===== src/sv/pv_pkg.sv =====
// Shared constants for the population variance block.
// Depends on nothing; every other file but pv_ram refers to it by scoped names.
package pv_pkg;

   localparam int MAX_ITEMS = 1024;
   localparam int SAMPLE_W  = 16;
   localparam int ADDR_W    = $clog2(MAX_ITEMS);
   localparam int COUNT_W   = $clog2(MAX_ITEMS + 1);
   localparam int SUM_W     = SAMPLE_W + ADDR_W + 1;
   localparam int DIFF_W    = SAMPLE_W + 1;
   localparam int SQ_W      = 2 * SAMPLE_W;
   localparam int ACC_W     = SQ_W + ADDR_W;
   localparam int FRAC_W    = 8;
   localparam int DVD_W     = ACC_W + FRAC_W;
   localparam int VAR_W     = 40;

endpackage


===== src/sv/pv_sqacc.sv =====
// Squared-deviation pipeline: difference from the mean, square, accumulate.
// Depends on pv_pkg for the sample, difference and accumulator widths.
module pv_sqacc (
   input  logic                              clock,
   input  logic                              reset,
   input  logic                              clear,
   input  logic                              in_valid,
   input  logic [pv_pkg::SAMPLE_W-1:0]       rd_data,
   input  logic signed [pv_pkg::SAMPLE_W-1:0] mean,
   output logic [pv_pkg::ACC_W-1:0]          acc,
   output logic                              busy
);

   logic                               v1_ff, v1_in;
   logic                               v2_ff, v2_in;
   logic signed [pv_pkg::DIFF_W-1:0]   diff_ff, diff_in;
   logic signed [2*pv_pkg::DIFF_W-1:0] prod_full;
   logic [pv_pkg::SQ_W-1:0]            prod_ff, prod_in;
   logic [pv_pkg::ACC_W-1:0]           acc_ff, acc_in;

   always_comb begin
      diff_in   = pv_pkg::DIFF_W'($signed(rd_data)) - pv_pkg::DIFF_W'(mean);
      prod_full = diff_ff * diff_ff;
      prod_in   = prod_full[pv_pkg::SQ_W-1:0];
      v1_in     = in_valid;
      v2_in     = v1_ff;
      acc_in    = acc_ff;
      if (clear) begin
         acc_in = '0;
      end else if (v2_ff) begin
         acc_in = acc_ff + pv_pkg::ACC_W'(prod_ff);
      end
   end

   always_ff @(posedge clock) begin
      diff_ff <= diff_in;
      prod_ff <= prod_in;
      if (reset) begin
         v1_ff  <= 1'b0;
         v2_ff  <= 1'b0;
         acc_ff <= '0;
      end else begin
         v1_ff  <= v1_in;
         v2_ff  <= v2_in;
         acc_ff <= acc_in;
      end
   end

   assign acc  = acc_ff;
   assign busy = v1_ff | v2_ff;

endmodule


===== config.mk =====
export PLATFORM = sky130hd
export DESIGN_NAME = pv_sqacc
export DESIGN_NICKNAME = d
export VERILOG_FILES = /design/src/sv/pv_pkg.sv /design/src/sv/pv_sqacc.sv
export SDC_FILE = /design/constraint.sdc
export NUM_CORES = 1
export LEC_CHECK = 0
export ABC_CLOCK_PERIOD_IN_PS = 11890
export BUFFER_PORTS_ARGS = -buffer_cell sky130_fd_sc_hd__buf_2
export CORE_ASPECT_RATIO = 1.4
export CORE_UTILIZATION = 48
export CTS_CLUSTER_DIAMETER = 60
export DETAILED_ROUTE_END_ITERATION = 8
export PLACE_DENSITY = 0.72
export SETUP_SLACK_MARGIN = 0.02
export SYNTH_ARGS = -nofsm -noshare
export SYNTH_HDL_FRONTEND = slang
export SYNTH_SLANG_ARGS = --single-unit
export TNS_END_PERCENT = 5

===== constraint.sdc =====
create_clock -name clock -period 11.89 [get_ports clock]
set_input_delay 2.378 -clock clock [delete_from_list [all_inputs] [get_ports clock]]
set_output_delay 2.378 -clock clock [all_outputs]
set_load 0.005 [all_outputs]

======== Word-level counts from Yosys, hierarchy flattened ========
Cells that the tools add are included.
cells by class
  add/subtract/negate cells ............... 2
  multiply operators ...................... 1
  bitwise operators ....................... 1
  reduce and logical (&&, ||, !) cells .... 1
operators with widths
  kind                          count
  adder 42 x 32 -> 42 bit       1
  multiplier 17 x 17 -> 32 bit  1
  subtractor 16 x 16 -> 17 bit  1
  OR reduction 2 bit            1
  OR 1 bit                      1
storage, ports and cells
  flip-flop bits (word level) ............. 93
  bits of input ports ..................... 36
  output and inout bits ................... 43
  word-level logic and storage cells ...... 10

======== Longest topological paths before layout ========
  depth in word-level cells ............... 1
  mapped depth ............................ 24
  mapped depth without buffers ............ 24

======== Least setup slack after synthesis ========
No wires, ideal clock.
  kind .................................... reg-to-reg
  start ................................... reg diff_ff[13] (netlist name)
  end ..................................... reg prod_ff[30] (netlist name)
  library setup time ...................... 0.062 ns
  arrival ................................. 5.969 ns
  data required time ...................... 11.828 ns
  slack ................................... 5.859 ns
  cell stages (with the launch flop) ...... 22
  buffers on the path ..................... 2
  period minus slack after synthesis ...... 6.031 ns
  cells stage by stage .................... dfxtp_1 clkbuf_1 clkbuf_1 nand2_1 fa_1 fa_1 fa_1 inv_1 fa_1 fa_1 inv_1 fa_1 inv_1 ha_1 or3_1 o21ai_0 or2_2 a31oi_1 o211ai_1 o2111ai_1 a2111o_1 nand3_1
on the way
  cells in the longest elaborated chain, start to end .. 1
RTL lines
  what                           RTL line        text
  from (decl)                    pv_sqacc.sv:16  logic signed [pv_pkg::DIFF_W-1:0] diff_ff, diff_in;
  from (signal assigned)         pv_sqacc.sv:36  diff_ff <= diff_in;
  multiplier 17 x 17 -> 32 bit   pv_sqacc.sv:23  prod_full = diff_ff * diff_ff;
  named net prod_full (one bit)  pv_sqacc.sv:17  logic signed [2*pv_pkg::DIFF_W-1:0] prod_full;
  to (signal assigned)           pv_sqacc.sv:37  prod_ff <= prod_in;
  to (decl)                      pv_sqacc.sv:18  logic [pv_pkg::SQ_W-1:0] prod_ff, prod_in;
The timed path passes the listed nets, and every way through them passes these cells.
A chain may end at the register's enable or synchronous reset.

======== Worst setup path in the final report ========
  start ................................... reg diff_ff[7] (netlist name)
  end ..................................... reg prod_ff[30] (netlist name)
The elaborated chain is that of the path after synthesis.

==> results.toml <==
[outcome]
status = "complete, no violations"

[timing]
setup-violations-final = 0
period_share = 0.554
fmax_mhz = 152
clock_skew_ps = 16.5
report.final.slew_viol_count = 0
hold_violations = 0
setup-tns-final_ps = 0
rsz0062_at_grt = "no"
worst_pin_slew_ps = 957
period_needed_ps = 6580
slew_headroom = 0.361

[placement]
routabilityCongestion = 0.893
port_buffers = 78
hpwl_um = 26800

[worst_hold_path]
hold_path.class = "reg2reg"

[global_route]
grtUsageTotal = 0.223
grt_pass1_vias = 11600
use_met2 = 0.412
use_met1 = 0.252
grt_pass1_wl_um = 54400
use_met3 = 0.0221
busiest_layer = "met2"
grt_overflow_total = 0
grt_max_degree = 40
antenna_found_initial = 0

[routing]
ant_nets = 0
vias = 10700
via_per_inst = 5.22
wl_per_cell_um = 15.6
drcViolationCount = 0
firstDrtPassIters = 5
drt_iter0_markers = 494
finalWirelength_um = 32000

[floorplanning]
start_util = 0.486
die_h_um = 208
rows = 75
coreArea_um2 = 29900
die_w_um = 149
pin_count = 79
die_area_um2 = 31000

[critical_path]
slowest_delay_ps = 830
crit_start = "diff_ff[7]"
cp_data_arrival_time_ps = 6900
startpoint_type = "flop"
rr_startpoint = "diff_ff[7]"
endpoint_kind = "flop"
crit_chain = "and2_1, inv_1, fa_1, fa_1, fa_1, inv_1, fa_1, fa_1, inv_1, fa_1, inv_1, ha_1, or3_1, o21ai_0, or2_2, a31oi_1, o211ai_1, o2111ai_1, a2111o_1, nand3_1"
r2r_end = "prod_ff[30]"
path_max_fanout = 18
reg2reg_slack_ps = 5310
cp-endpoint = "prod_ff[30]"
crit_type = "reg2reg"
worst_path_most_repeated_cell = "fa_1"
slowest_stage = "dfxtp_1"
required_ps = 12210
rr_worst_depth = 20

[clocking]
ctsHoldBuffers = 0
clkTransAtPathRegs_ps = 80
cts_sinks = 92
cts_tree = "yes"
clock_latency_ps = 370
cts_buffers = 9
htreeDepth = 3
postCtsSetupBuffers = 0
root_buffer = "clkbuf_16"
cts_buffer_depth = 2
ctsResizeCount = 0

[synthesis]
synth_edf_count = 0
async_flop_share = 0
synth.yosys.seq_area_share = 0.127
syn_area_per_cell_um2 = 9.00
synthDistinctLibCells = 60
syn_inst = 1616
ys.warnings.count = 0
syn_nets = 2044
syn_area_um2 = 14500
ys_ff_latch = 92
synth-main-ff-cell = "dfxtp_1"

[finish]
multiInputGateArea_um2 = 11100
drive_above_1_share = 0.0711
fillers = 2721
area_growth_pct = 7.29
final_core_util = 0.521
n_antenna_cell = 0
final-seq-area_um2 = 1840
fin_nets = 2096

[run]
cap_viol_max_count = 0
through the flow:
stage	instances	hold slack [ps]	instance area (um^2)	setup slack [ps]
global placement	2042	448	15300	5450
finish	2058	463	15600	5310
global route	2058	477	15600	4820
CTS	2058	467	15600	5330
detailed placement	2042	456	15300	5360
floorplan	1616	412	14500	5860
critical path, delay by kind of cell (launching register included):
family,cells,cell delay (ps)
flops,1,830
fa+ha+maj,7,3310
compound gates,5,1270
buf+inv,4,230
simple gates,4,890
final cells by class:
class / count / share of cell area
Tap cell: 385 / 0.0309
Multi-Input combinational cell: 1101 / 0.712
Clock inverter: 7 / 0.00633
Sequential cell: 92 / 0.118
Inverter: 384 / 0.0924
Timing Repair Buffer: 80 / 0.0260
Clock buffer: 9 / 0.0144
Yosys cell counts, types with 11 or more instances:
master | number | area, um^2
dfxtp_1 | 92 | 1840
inv_1 | 384 | 1440
nand3_1 | 21 | 105
ha_1 | 136 | 1700
o21ai_0 | 50 | 250
a211oi_1 | 12 | 90.1
clkbuf_1 | 33 | 124
nand2_1 | 124 | 465
and2_1 | 53 | 332
xnor2_1 | 57 | 499
nor3_1 | 16 | 80.1
fa_1 | 256 | 5120
or3_1 | 11 | 68.8
mux2i_1 | 24 | 240
a21oi_1 | 56 | 280
a21o_1 | 25 | 188
nor2_1 | 85 | 319
nor2b_1 | 16 | 100
xor2_1 | 29 | 254
layer usage:
metal  vias up  wire length (um)
met1      5249             12700
met2       262             16900
met4         0              1420
li1       5144                 -
met5         -                 0
met3        80              1060
layout by cell type (no fill, tap or decap), types with 3 or more instances in the layout:
master	Yosys	routed
inv_1	384	384
fa_1	256	256
ha_1	136	136
nand2_1	124	124
dfxtp_1	92	92
nor2_1	85	85
buf_2	2	78
xnor2_1	57	57
a21oi_1	56	56
and2_1	53	53
o21ai_0	50	50
xor2_1	29	29
a21o_1	25	25
mux2i_1	24	24
nand3_1	21	21
nor2b_1	16	16
nor3_1	16	16
a211oi_1	12	12
or3_1	11	11
and3_1	10	10
nand4_1	10	10
o211ai_1	10	10
nand2b_1	9	9
a31oi_1	9	9
clkbuf_16	0	9
o21a_1	8	8
or2_2	7	7
nor4_1	7	7
a31o_2	6	6
o21bai_1	6	6
nand4b_1	5	5
a211o_1	5	5
o211a_1	3	3
a21boi_0	3	3
o31ai_1	3	3
registers in the layout, summed over array words and instances, names as in the netlist:
name,flops
acc,42
prod_ff,31
diff_ff,17
v1_ff,1
v2_ff,1
cell families after synthesis:
family	after synthesis	synth area share
AO/OA/AOI/OAI	219	0.100
XOR/XNOR	86	0.0518
adder cells (fa/ha/maj)	392	0.469
buffers and inverters	423	0.109
flip-flops	92	0.127
multiplexers	25	0.0173
AND/OR/NAND/NOR	379	0.125
worst min path at each step:
stage                    start         end  slack [ps]  cells past startpoint
finish                   v1_ff       v2_ff         460                      1
global route             v1_ff       v2_ff         480                      1
CTS                      v1_ff       v2_ff         470                      1
detailed placement       v1_ff       v2_ff         460                      1
global placement       acc[41]     acc[41]         450                      2
floorplan           diff_ff[0]  prod_ff[0]         410                      0
Power is left out: the tool's default activity adds up to more than one toggle a clock period on the data nets, which glitch-free logic cannot reach.
