===== src/sv/pv_pkg.sv =====
// Shared constants for the population variance block.
// Depends on nothing; every other file but pv_ram refers to it by scoped names.
package pv_pkg;

   localparam int MAX_ITEMS = 1024;
   localparam int SAMPLE_W  = 16;
   localparam int ADDR_W    = $clog2(MAX_ITEMS);
   localparam int COUNT_W   = $clog2(MAX_ITEMS + 1);
   localparam int SUM_W     = SAMPLE_W + ADDR_W + 1;
   localparam int DIFF_W    = SAMPLE_W + 1;
   localparam int SQ_W      = 2 * SAMPLE_W;
   localparam int ACC_W     = SQ_W + ADDR_W;
   localparam int FRAC_W    = 8;
   localparam int DVD_W     = ACC_W + FRAC_W;
   localparam int VAR_W     = 40;

endpackage


===== src/sv/pv_div.sv =====
// Shared restoring divider, one quotient bit per cycle, unsigned operands.
// Depends on pv_pkg for the dividend and divisor widths.
module pv_div (
   input  logic                       clock,
   input  logic                       reset,
   input  logic                       start,
   input  logic [pv_pkg::DVD_W-1:0]   dividend,
   input  logic [pv_pkg::COUNT_W-1:0] divisor,
   output logic                       busy,
   output logic                       done,
   output logic [pv_pkg::DVD_W-1:0]   quotient
);

   localparam int CNT_W = $clog2(pv_pkg::DVD_W + 1);

   logic                       busy_ff, busy_in;
   logic                       done_ff, done_in;
   logic [CNT_W-1:0]           cnt_ff, cnt_in;
   logic [pv_pkg::DVD_W-1:0]   quo_ff, quo_in;
   logic [pv_pkg::COUNT_W-1:0] rem_ff, rem_in;
   logic [pv_pkg::COUNT_W-1:0] div_ff, div_in;
   logic [pv_pkg::COUNT_W:0]   trial;
   logic [pv_pkg::COUNT_W:0]   trial_sub;
   logic                       fits;

   always_comb begin
      trial     = {rem_ff, quo_ff[pv_pkg::DVD_W-1]};
      fits      = (trial >= {1'b0, div_ff});
      trial_sub = trial - {1'b0, div_ff};
      busy_in   = busy_ff;
      done_in   = 1'b0;
      cnt_in    = cnt_ff;
      quo_in    = quo_ff;
      rem_in    = rem_ff;
      div_in    = div_ff;
      if (start) begin
         busy_in = 1'b1;
         cnt_in  = CNT_W'(pv_pkg::DVD_W);
         quo_in  = dividend;
         rem_in  = '0;
         div_in  = divisor;
      end else if (busy_ff) begin
         rem_in = fits ? trial_sub[pv_pkg::COUNT_W-1:0] : trial[pv_pkg::COUNT_W-1:0];
         quo_in = {quo_ff[pv_pkg::DVD_W-2:0], fits};
         cnt_in = cnt_ff - CNT_W'(1);
         if (cnt_ff == CNT_W'(1)) begin
            busy_in = 1'b0;
            done_in = 1'b1;
         end
      end
   end

   always_ff @(posedge clock) begin
      cnt_ff <= cnt_in;
      quo_ff <= quo_in;
      rem_ff <= rem_in;
      div_ff <= div_in;
      if (reset) begin
         busy_ff <= 1'b0;
         done_ff <= 1'b0;
      end else begin
         busy_ff <= busy_in;
         done_ff <= done_in;
      end
   end

   assign busy     = busy_ff;
   assign done     = done_ff;
   assign quotient = quo_ff;

endmodule


===== config.mk =====
export PLATFORM = sky130hd
export DESIGN_NAME = pv_div
export DESIGN_NICKNAME = d
export VERILOG_FILES = /design/src/sv/pv_pkg.sv /design/src/sv/pv_div.sv
export SDC_FILE = /design/constraint.sdc
export NUM_CORES = 1
export LEC_CHECK = 0
export BUFFER_PORTS_ARGS = -buffer_cell sky130_fd_sc_hd__clkbuf_2
export CORE_MARGIN = 2
export CORE_UTILIZATION = 40
export DETAILED_ROUTE_END_ITERATION = 16
export PLACE_DENSITY = 0.76
export SLEW_MARGIN = 20
export SYNTH_ARGS = -nofsm -noshare
export SYNTH_HDL_FRONTEND = slang
export SYNTH_SLANG_ARGS = --single-unit
export TNS_END_PERCENT = 1

===== constraint.sdc =====
create_clock -name clock -period 5.7 [get_ports clock]
set_input_delay 0.285 -clock clock [delete_from_list [all_inputs] [get_ports clock]]
set_output_delay 0.285 -clock clock [all_outputs]
set_load 0.01 [all_outputs]

## After elaboration in Yosys (flattened, before gate mapping)

Cells that the tools add are included.

| storage, ports and cells | value |
|---|---|
| register bits | 80 |
| bits of input ports | 64 |
| output and inout bits | 52 |

| cells by class | value |
|---|---|
| add/sub/neg operators | 2 |
| magnitude comparators | 1 |
| equality and inequality tests | 1 |
| mux-type cells | 7 |
| bitwise operators | 1 |
| reduce and logical (&&, ||, !) cells | 2 |

Operators with widths:

| operator | number |
|---|---|
| 50-bit 2-to-1 mux | 2 |
| 12-bit by 11-bit greater-or-equal comparator with 1-bit output | 1 |
| 11-bit 2-to-1 mux | 1 |
| 11-bit subtractor | 1 |
| 6-bit by 1-bit equality test with 1-bit output (second input constant) | 1 |
| 6-bit by 1-bit subtractor with 6-bit output (second input constant) | 1 |
| 1-bit 2-to-1 mux | 4 |
| 3-bit OR reduction | 1 |
| 2-bit nonzero test | 1 |
| 1-bit inverter | 1 |

## Longest topological paths before layout

Gate-level depths: netlist of run 1.

| logic depth | value |
|---|---|
| word-level depth | 4 |
| depth in mapped cells | 10 |

## Worst setup path before layout of run 1

OpenSTA, ideal clock, no wires.

| timing path | value |
|---|---|
| path type | register to register |
| from | reg quo_ff, in the netlist quotient[49] |
| to | reg rem_ff[0] in the netlist's numbering |
| library setup time | 79 ps |
| arrival time | 2,174 ps |
| slack | 3,447 ps |
| cell stages (with the launch flop) | 10 |
| clock period less this slack | 2,253 ps |
| path through | edfxtp_1 > inv_1 > ha_1 > fa_1 > nor2b_1 > o31a_1 > o21ai_4 > o21ai_4 > mux2_4 > a211oi_2 |

| between the ends | value |
|---|---|
| longest elaborated chain between the ends | 2 |
| elaborated cells on any way between the ends | 3 |
| classes of those cells | add/sub: 1; order compare: 1; mux: 1 |

Ends and longest elaborated chain:

| item | line | text |
|---|---|---|
| from (decl) | pv_div.sv:19 | `logic [pv_pkg::DVD_W-1:0] quo_ff, quo_in;` |
| from (signal assigned) | pv_div.sv:55 | `quo_ff <= quo_in;` |
| 11-bit subtractor / 12-bit by 11-bit greater-or-equal comparator with 1-bit output (equally long branches) | pv_div.sv:29, pv_div.sv:28 |  |
| 11-bit 2-to-1 mux * | pv_div.sv:43 | `rem_in = fits ? trial_sub[pv_pkg::COUNT_W-1:0] : trial[pv_pkg::COUNT_W-1:0];` |
| to (signal assigned) | pv_div.sv:56 | `rem_ff <= rem_in;` |
| to (decl) | pv_div.sv:20 | `logic [pv_pkg::COUNT_W-1:0] rem_ff, rem_in;` |

Mark *: on every way between the ends. The rest lies on a longest branch, timed or not.
A chain may end at the register's enable or synchronous reset.

## Final worst setup path of run 1

Same ends and word-level chain as after synthesis.

==> results_dict.tcl, run 1 <==
set metrics [dict create \
    hpwl_um 5705 \
    fillers 868 \
    antenna_found_initial 0 \
    area_growth_pct 23.34 \
    fin_skew_ns 0.01459 \
    grt_setup_unrepaired "no" \
    drive_gt1_share_pct 46.60 \
    synthFlopType "edfxtp_1" \
    maxSlewViolCount 0 \
    rrSetupSlack_ns 3.03 \
    cts_sinks 80 \
    synth-edff-count 61 \
    comb_power_share_pct 19.7 \
    cts_root_buf "clkbuf_8" \
    hold_viol 0 \
    cts_setup_buffers 0 \
    cp.required_ns 5.97 \
    routed_wl_um 7868 \
    cts_made_buffers 9 \
    p_per_area_nw_per_um2 307.2 \
    clock_path_buffers 2 \
    h-tree-depth 3 \
    grt_first_pass_wirelength_um 12420 \
    worstMarginPinSlew_ns 0.6840 \
    via_per_inst 4.959 \
    netlist_area_sq_um 3860 \
    ys_async_sr_fraction_pct 0 \
    cts_resized 0 \
    hp-start "reset" \
    p_leak_nw 2.003 \
    power.clock.fraction_pct 30.3 \
    ys_ff_latch 80 \
    multi_input_area_sq_um 1533 \
    yosys.area.top_type "edfxtp_1" \
    worstReg2RegStart "quotient[49]" \
    synth.area.top_cells "edfxtp_1 (47%), mux2_2 (15%), dfxtp_1 (9.9%)" \
    internal_power_mw 1.045 \
    initial_utilization_pct 41.58 \
    seqCellArea_sq_um 2213 \
    clock_latency_ns 0.36 \
    status "complete, no violations" \
    ff2ff_path_depth 9 \
    p_sw_share_pct 28.53 \
    syn-mean-instance-area_sq_um 13.17 \
    die_area_sq_um 10450 \
    synth_nets 371 \
    switching_power_mw 0.4172 \
    grt_overflow 0 \
    syn-instance-count 293 \
    peakVddDrop_uv 149.0 \
    drcViolationCount 0 \
    grt.total_usage_pct 15.34 \
    die_width_um 102.2 \
    grt_max_degree 53 \
    synth-seq-area-share_pct 57.31 \
    finalCritPeriodShare_pct 46.84 \
    antenna_left 0 \
    arrival_ns 2.94 \
    worstSetupStartpointType "flop" \
    slew_headroom_pct 54.40 \
    pwr-share-seq_pct 50.0 \
    hp-class "in -> reg" \
    whs_path_depth 2 \
    crit_fanout 14 \
    vias 2683 \
    synth.top_cell.area_share_pct 47.46 \
    min_period_ns 2.670 \
    core_sq_um 9284 \
    yosysMostFrequentCell "edfxtp_1" \
    endpoint_kind "flop" \
    first_pass_iters 4 \
    netlist_top_cells_count "edfxtp_1 (61), mux2_2 (50), nor2_1 (20), dfxtp_1 (19), inv_1 (16)" \
    fin_tns_setup_ns 0 \
    drv_cap 0 \
    die_y_um 102.2 \
    fin_area_sq_um 4761 \
    r2r-end "rem_ff[0]" \
    placed_area_sq_um 4549 \
    path_class "reg -> reg" \
    hold_end "busy" \
    max_freq_mhz 374.6 \
    grt_pass1_vias 2674 \
    yosys_warnings 0 \
    io_buffer_count 115 \
    finalSetupViolCount 0 \
    drt-initial-drc-count 130 \
    yosysUniqueCellTypes 44 \
    wl_per_cell_um 14.54 \
    rows 35 \
    antenna_cells 0 \
    cts_tree "yes" \
    gp_congestion 0.7684 \
    nets 485 \
    clk_pin_slew_worst_paths_ns 0.09 \
    cts_hold_buffers 0 \
    io_pins 116 \
]
-- state kept, by name (all words and copies together) (netlist names) --
signal	flops
done	1
cnt_ff	6
busy	1
rem_ff	11
quotient	50
div_ff	11
-- placed cells by master (no fill, tap or decap), drive strengths merged, types with 8 or more instances in the layout --
| cell | netlist | routed |
|---|---|---|
| ha | 13 | 13 |
| edfxtp | 61 | 61 |
| xnor2 | 8 | 8 |
| a211oi | 8 | 8 |
| inv | 16 | 21 |
| nand2 | 10 | 10 |
| o21ai | 12 | 12 |
| nor2 | 20 | 20 |
| dfxtp | 19 | 19 |
| mux2 | 51 | 51 |
| a21oi | 8 | 8 |
| clkbuf | 11 | 123 |
-- worst max-delay path, stage by stage (launching register included) --
cell and delay (ns):
edfxtp_1 0.36, inv_1 0.06, ha_1 0.22, fa_1 0.41
nor2b_1 0.19, o31a_1 0.24, o21ai_4 0.12, o21ai_4 0.42
mux2_4 0.35, a211oi_2 0.20
-- routing by layer --
layer	up-vias	GRT usage [%]	routed length, um
met1	1251	19.61	3426
met3	14	4.241	516
met5	-	0	0
met4	0	5.949	121
met2	97	24.90	3804
li1	1321	-	-
-- cell type report --
type	count	share of cell area [%]
clock buffer	9	2.602
clock inverter	7	1.761
inverter	16	1.261
multi-input combinational	184	32.19
sequential	80	46.49
tap	129	3.390
timing repair buffer	116	12.30
-- cells by family (layout without fill, tap and decap cells) --
family | after synthesis | in the layout | share of synthesized area (%)
flip-flops | 80 | 80 | 57.31
AND/OR/NAND/NOR | 61 | 61 | 8.428
multiplexers | 58 | 58 | 16.79
AO/OA/AOI/OAI | 42 | 42 | 7.650
buffers and inverters | 29 | 148 | 3.047
adder cells (fa/ha/maj) | 14 | 14 | 4.733
XOR/XNOR | 9 | 9 | 2.042
-- power by group through the flow --
stage / registers, mW / clock network (mW) / logic [mW]
after floorplan: 0.753 / 0 / 0.182
after global placement: 0.742 / 0 / 0.281
after detailed placement: 0.745 / 0 / 0.289
after CTS: 0.733 / 0.457 / 0.291
after global routing: 0.740 / 0.475 / 0.321
final: 0.732 / 0.443 / 0.288
-- worst max-delay path by stage --
stage                      endpoint  slack [ns]         start
after floorplan           rem_ff[0]        3.45  quotient[49]
after global placement    rem_ff[0]        3.21  quotient[49]
after detailed placement  rem_ff[0]        3.07  quotient[49]
after CTS                 rem_ff[0]        3.04  quotient[49]
after global routing      rem_ff[0]        2.85  quotient[49]
final                     rem_ff[0]        3.03  quotient[49]
-- metrics by stage --
step	hold slack (ns)	power [mW]	worst slack, ns	cells	util, %
finish	0.09792	1.463	3.030	541	51.28
CTS	0.08475	1.481	3.039	541	51.24
detailed placement	0.4641	1.034	3.068	525	49.00
floorplan	0.3574	0.9348	3.447	293	-
global placement	0.4634	1.023	3.208	525	49.00
global route	0.08373	1.536	2.851	541	51.28
No activity file was read; power rests on OpenSTA's default activity.
==> inputs of run 2 (changes only) <==
--- a/config.mk
+++ b/config.mk
@@ -5,11 +5,12 @@
 export SDC_FILE = /design/constraint.sdc
 export NUM_CORES = 1
 export LEC_CHECK = 0
+export ABC_AREA = 1
 export BUFFER_PORTS_ARGS = -buffer_cell sky130_fd_sc_hd__clkbuf_2
 export CORE_MARGIN = 2
 export CORE_UTILIZATION = 40
 export DETAILED_ROUTE_END_ITERATION = 16
-export PLACE_DENSITY = 0.76
+export PLACE_DENSITY = 0.75
 export SLEW_MARGIN = 20
 export SYNTH_ARGS = -nofsm -noshare
 export SYNTH_HDL_FRONTEND = slang
==> constraint.sdc (replaced) <==
create_clock -name clock -period 2.5 [get_ports clock]
set_input_delay 0.125 -clock clock [delete_from_list [all_inputs] [get_ports clock]]
set_output_delay 0.125 -clock clock [all_outputs]
set_load 0.01 [all_outputs]
==> run 2 against run 1 <==
Net effect:
- synthesized area is 6.2% higher
- worst setup slack worse by 2.7 ns
- synthesized cell count increased by 63%
- cell area up 8.5%
- count of clock-buffer cells in the layout unchanged
- via count is 29% higher
- largest cell class unchanged
- largest power group unchanged
==> results_dict.tcl, run 2 <==
set metrics [dict create \
    status "complete, no violations" \
    syn-mean-instance-area_sq_um 8.578 \
    ys_ff_latch 80 \
    via_per_inst 4.677 \
    hp-class "in -> reg" \
    antenna_cells 0 \
    synth_compound_area_share_pct 1.678 \
    final_util_pct 52.38 \
    antenna_left 0 \
    crit_fanout 12 \
    hold_end "quotient[46]" \
    slowest_delay_ns 0.40 \
    grt_first_pass_wirelength_um 15830 \
    yosys_warnings 0 \
    synth-seq-area-share_pct 53.95 \
    maxSlewViolCount 0 \
    clock_path_buffers 2 \
    p_per_area_nw_per_um2 634.6 \
    drive_gt1_share_pct 26.93 \
    wl_per_cell_um 12.84 \
    cts_resized 0 \
    hold_viol 0 \
    cp.required_ns 2.63 \
    netlist_top_cells_count "nand2_1 (219), edfxtp_1 (61), inv_1 (49), nand3_1 (25), dfxtp_1 (19)" \
    multi_input_area_sq_um 1592 \
    endpoint_kind "flop" \
    yosys.area_share.simple_pct 31.83 \
    slowest_stage "edfxtp_1" \
    die_y_um 105.2 \
    crit_family "simple AND/OR/NAND/NOR gates" \
    worstSetupStartpointType "flop" \
    io_buffer_count 115 \
    clock_latency_ns 0.36 \
    cts_sinks 80 \
    routed_wl_um 9524 \
    cts_made_buffers 9 \
    yosys.area.top_type "edfxtp_1" \
    hp-start "dividend[46]" \
    cts_root_buf "clkbuf_8" \
    final_cell_count_no_fill 742 \
    worstReg2RegStart "quotient[49]" \
    max_freq_mhz 461.2 \
    dp.cells 714 \
    grt_overflow 0 \
    synth-edff-count 61 \
    fin_area_sq_um 5167 \
    nets 682 \
    initial_utilization_pct 41.57 \
    peakVddDrop_uv 408.2 \
    r2r-end "quotient[0]" \
    syn-instance-count 478 \
    gp_congestion 0.9141 \
    rrSetupSlack_ns 0.33 \
    yosysMostFrequentCell "nand2_1" \
    largest_register_ffs 50 \
    clk_pin_slew_worst_paths_ns 0.09 \
    die_area_sq_um 11080 \
    finalSetupViolCount 0 \
    fin_tns_setup_ns 0 \
    netlist_area_sq_um 4100 \
    drcViolationCount 0 \
    core_sq_um 9864 \
    p_leak_nw 2.643 \
    path_cells "inv_1, ha_1, fa_1, inv_1, nand3_1, nand3_2, nand2_2, nand4_4, nand2_1, nand2_1" \
    hpwl_um 6738 \
    synth_xor_area_share_pct 0.8544 \
    worstMarginPinSlew_ns 0.6532 \
    first_pass_iters 5 \
    final_common_cell "nand2_1" \
    die_width_um 105.2 \
    io_pins 116 \
    synth_top_family_by_area "simple AND/OR/NAND/NOR gates" \
    synth.area.top_cells "edfxtp_1 (45%), nand2_1 (20%), dfxtp_1 (9.3%)" \
    finalCritPeriodShare_pct 86.74 \
    synth.mux.area_fraction_pct 0 \
    synthFlopType "edfxtp_1" \
    whs_path_depth 3 \
    h-tree-depth 3 \
    final_cell_mix "nand2_1 (219), clkbuf_2 (115), edfxtp_1 (61)" \
    path_class "reg -> reg" \
    ys_async_sr_fraction_pct 0 \
    yosysUniqueCellTypes 35 \
    synth_nets 556 \
    critPathBufInv 2 \
    holdWs_ns 0.02497 \
    area_growth_pct 26.03 \
    placed_area_sq_um 4803 \
    grt.total_usage_pct 18.04 \
    synth.top_cell.area_share_pct 44.68 \
    antenna_found_initial 0 \
    fillers 895 \
    grt_pass1_vias 3418 \
    grt_setup_unrepaired "no" \
    drt-initial-drc-count 231 \
    synth_adder_area_share_pct 4.455 \
    fin_skew_ns 0.01065 \
    vias 3470 \
    rows 36 \
    drv_cap 0 \
    grt_max_degree 63 \
    min_period_ns 2.168 \
    seqCellArea_sq_um 2212 \
    cts_tree "yes" \
    ff2ff_path_depth 10 \
    slew_headroom_pct 56.45 \
    arrival_ns 2.30 \
]
run 2: cell count changes in the layout (fill, tap and decap cells not counted), moves of 5 or more:
cell	change
a211oi_1	-6
dlygate4sd3_1	+12
inv_1	+32
mux2_2	-50
mux2i_1	-7
nand2_1	+209
nand2_2	+12
nand2b_1	-7
nand3_1	+22
nand3_2	+5
nand4_1	+13
nor2_1	-7
xnor2_1	-5
run 2: area by class of cell:
cell class	count	share of cell area, %
flip-flops and latches	80	42.81
well taps	133	3.220
clock inverters	7	2.324
clock buffers	9	2.397
repair buffers	132	14.67
multi-input cells	329	30.80
inverters	52	3.777
run 2: worst max-delay path by stage:
| stage | to | slack (ns) | cells past startpoint | start |
|---|---|---|---|---|
| after floorplan | quotient[0] | 0.40 | 3 | busy |
| after global placement | quotient[0] | 0.42 | 10 | quotient[49] |
| final | quotient[0] | 0.33 | 10 | quotient[49] |
| after global routing | quotient[0] | 0.17 | 10 | quotient[49] |
| after CTS | quotient[0] | 0.33 | 10 | quotient[49] |
| after detailed placement | quotient[0] | 0.32 | 10 | quotient[49] |
run 2: kinds of logic after synthesis:
kind of cell / count (synthesis)
and+or+nand+nor: 299
DFF: 80
AOI/OAI and AO/OA: 12
buffers and inverters: 69
xor gates and xnor gates: 4
adders and majority gates: 14
run 2: where the power goes:
group	leakage [nW]	switching, mW	total (mW)	internal, mW
Sequential	0.776	0.0617	1.62	1.56
Combinational	1.75	0.286	0.481	0.195
Clock	0.119	0.509	1.17	0.665
Total	2.64	0.857	3.28	2.42
run 2: repair_timing:
action / in CTS / in global routing
hold endpoints to repair: 12 / 0
hold buffers: 12 / 0
buffers inserted: 0 / 0
run 2: layer usage:
metal | vias to the layer above | track usage, % | wire [um]
met1 | 1558 | 24.18 | 4311
met3 | 12 | 4.886 | 674
met4 | 0 | 7.238 | 171
li1 | 1780 | - | -
met2 | 120 | 27.70 | 4367
met5 | - | 0 | 0
run 2: tightest hold or removal path, cell delays in order:
cell and delay [ns]:
clkbuf_2 0.07, nand2_1 0.04, nand2_1 0.05
run 2: through the flow:
step | setup WS (ns) | total power [mW]
floorplan | 0.4033 | 1.908
global placement | 0.4212 | 2.109
detailed placement | 0.3166 | 2.120
CTS | 0.3251 | 3.303
global route | 0.1707 | 3.422
finish | 0.3315 | 3.280
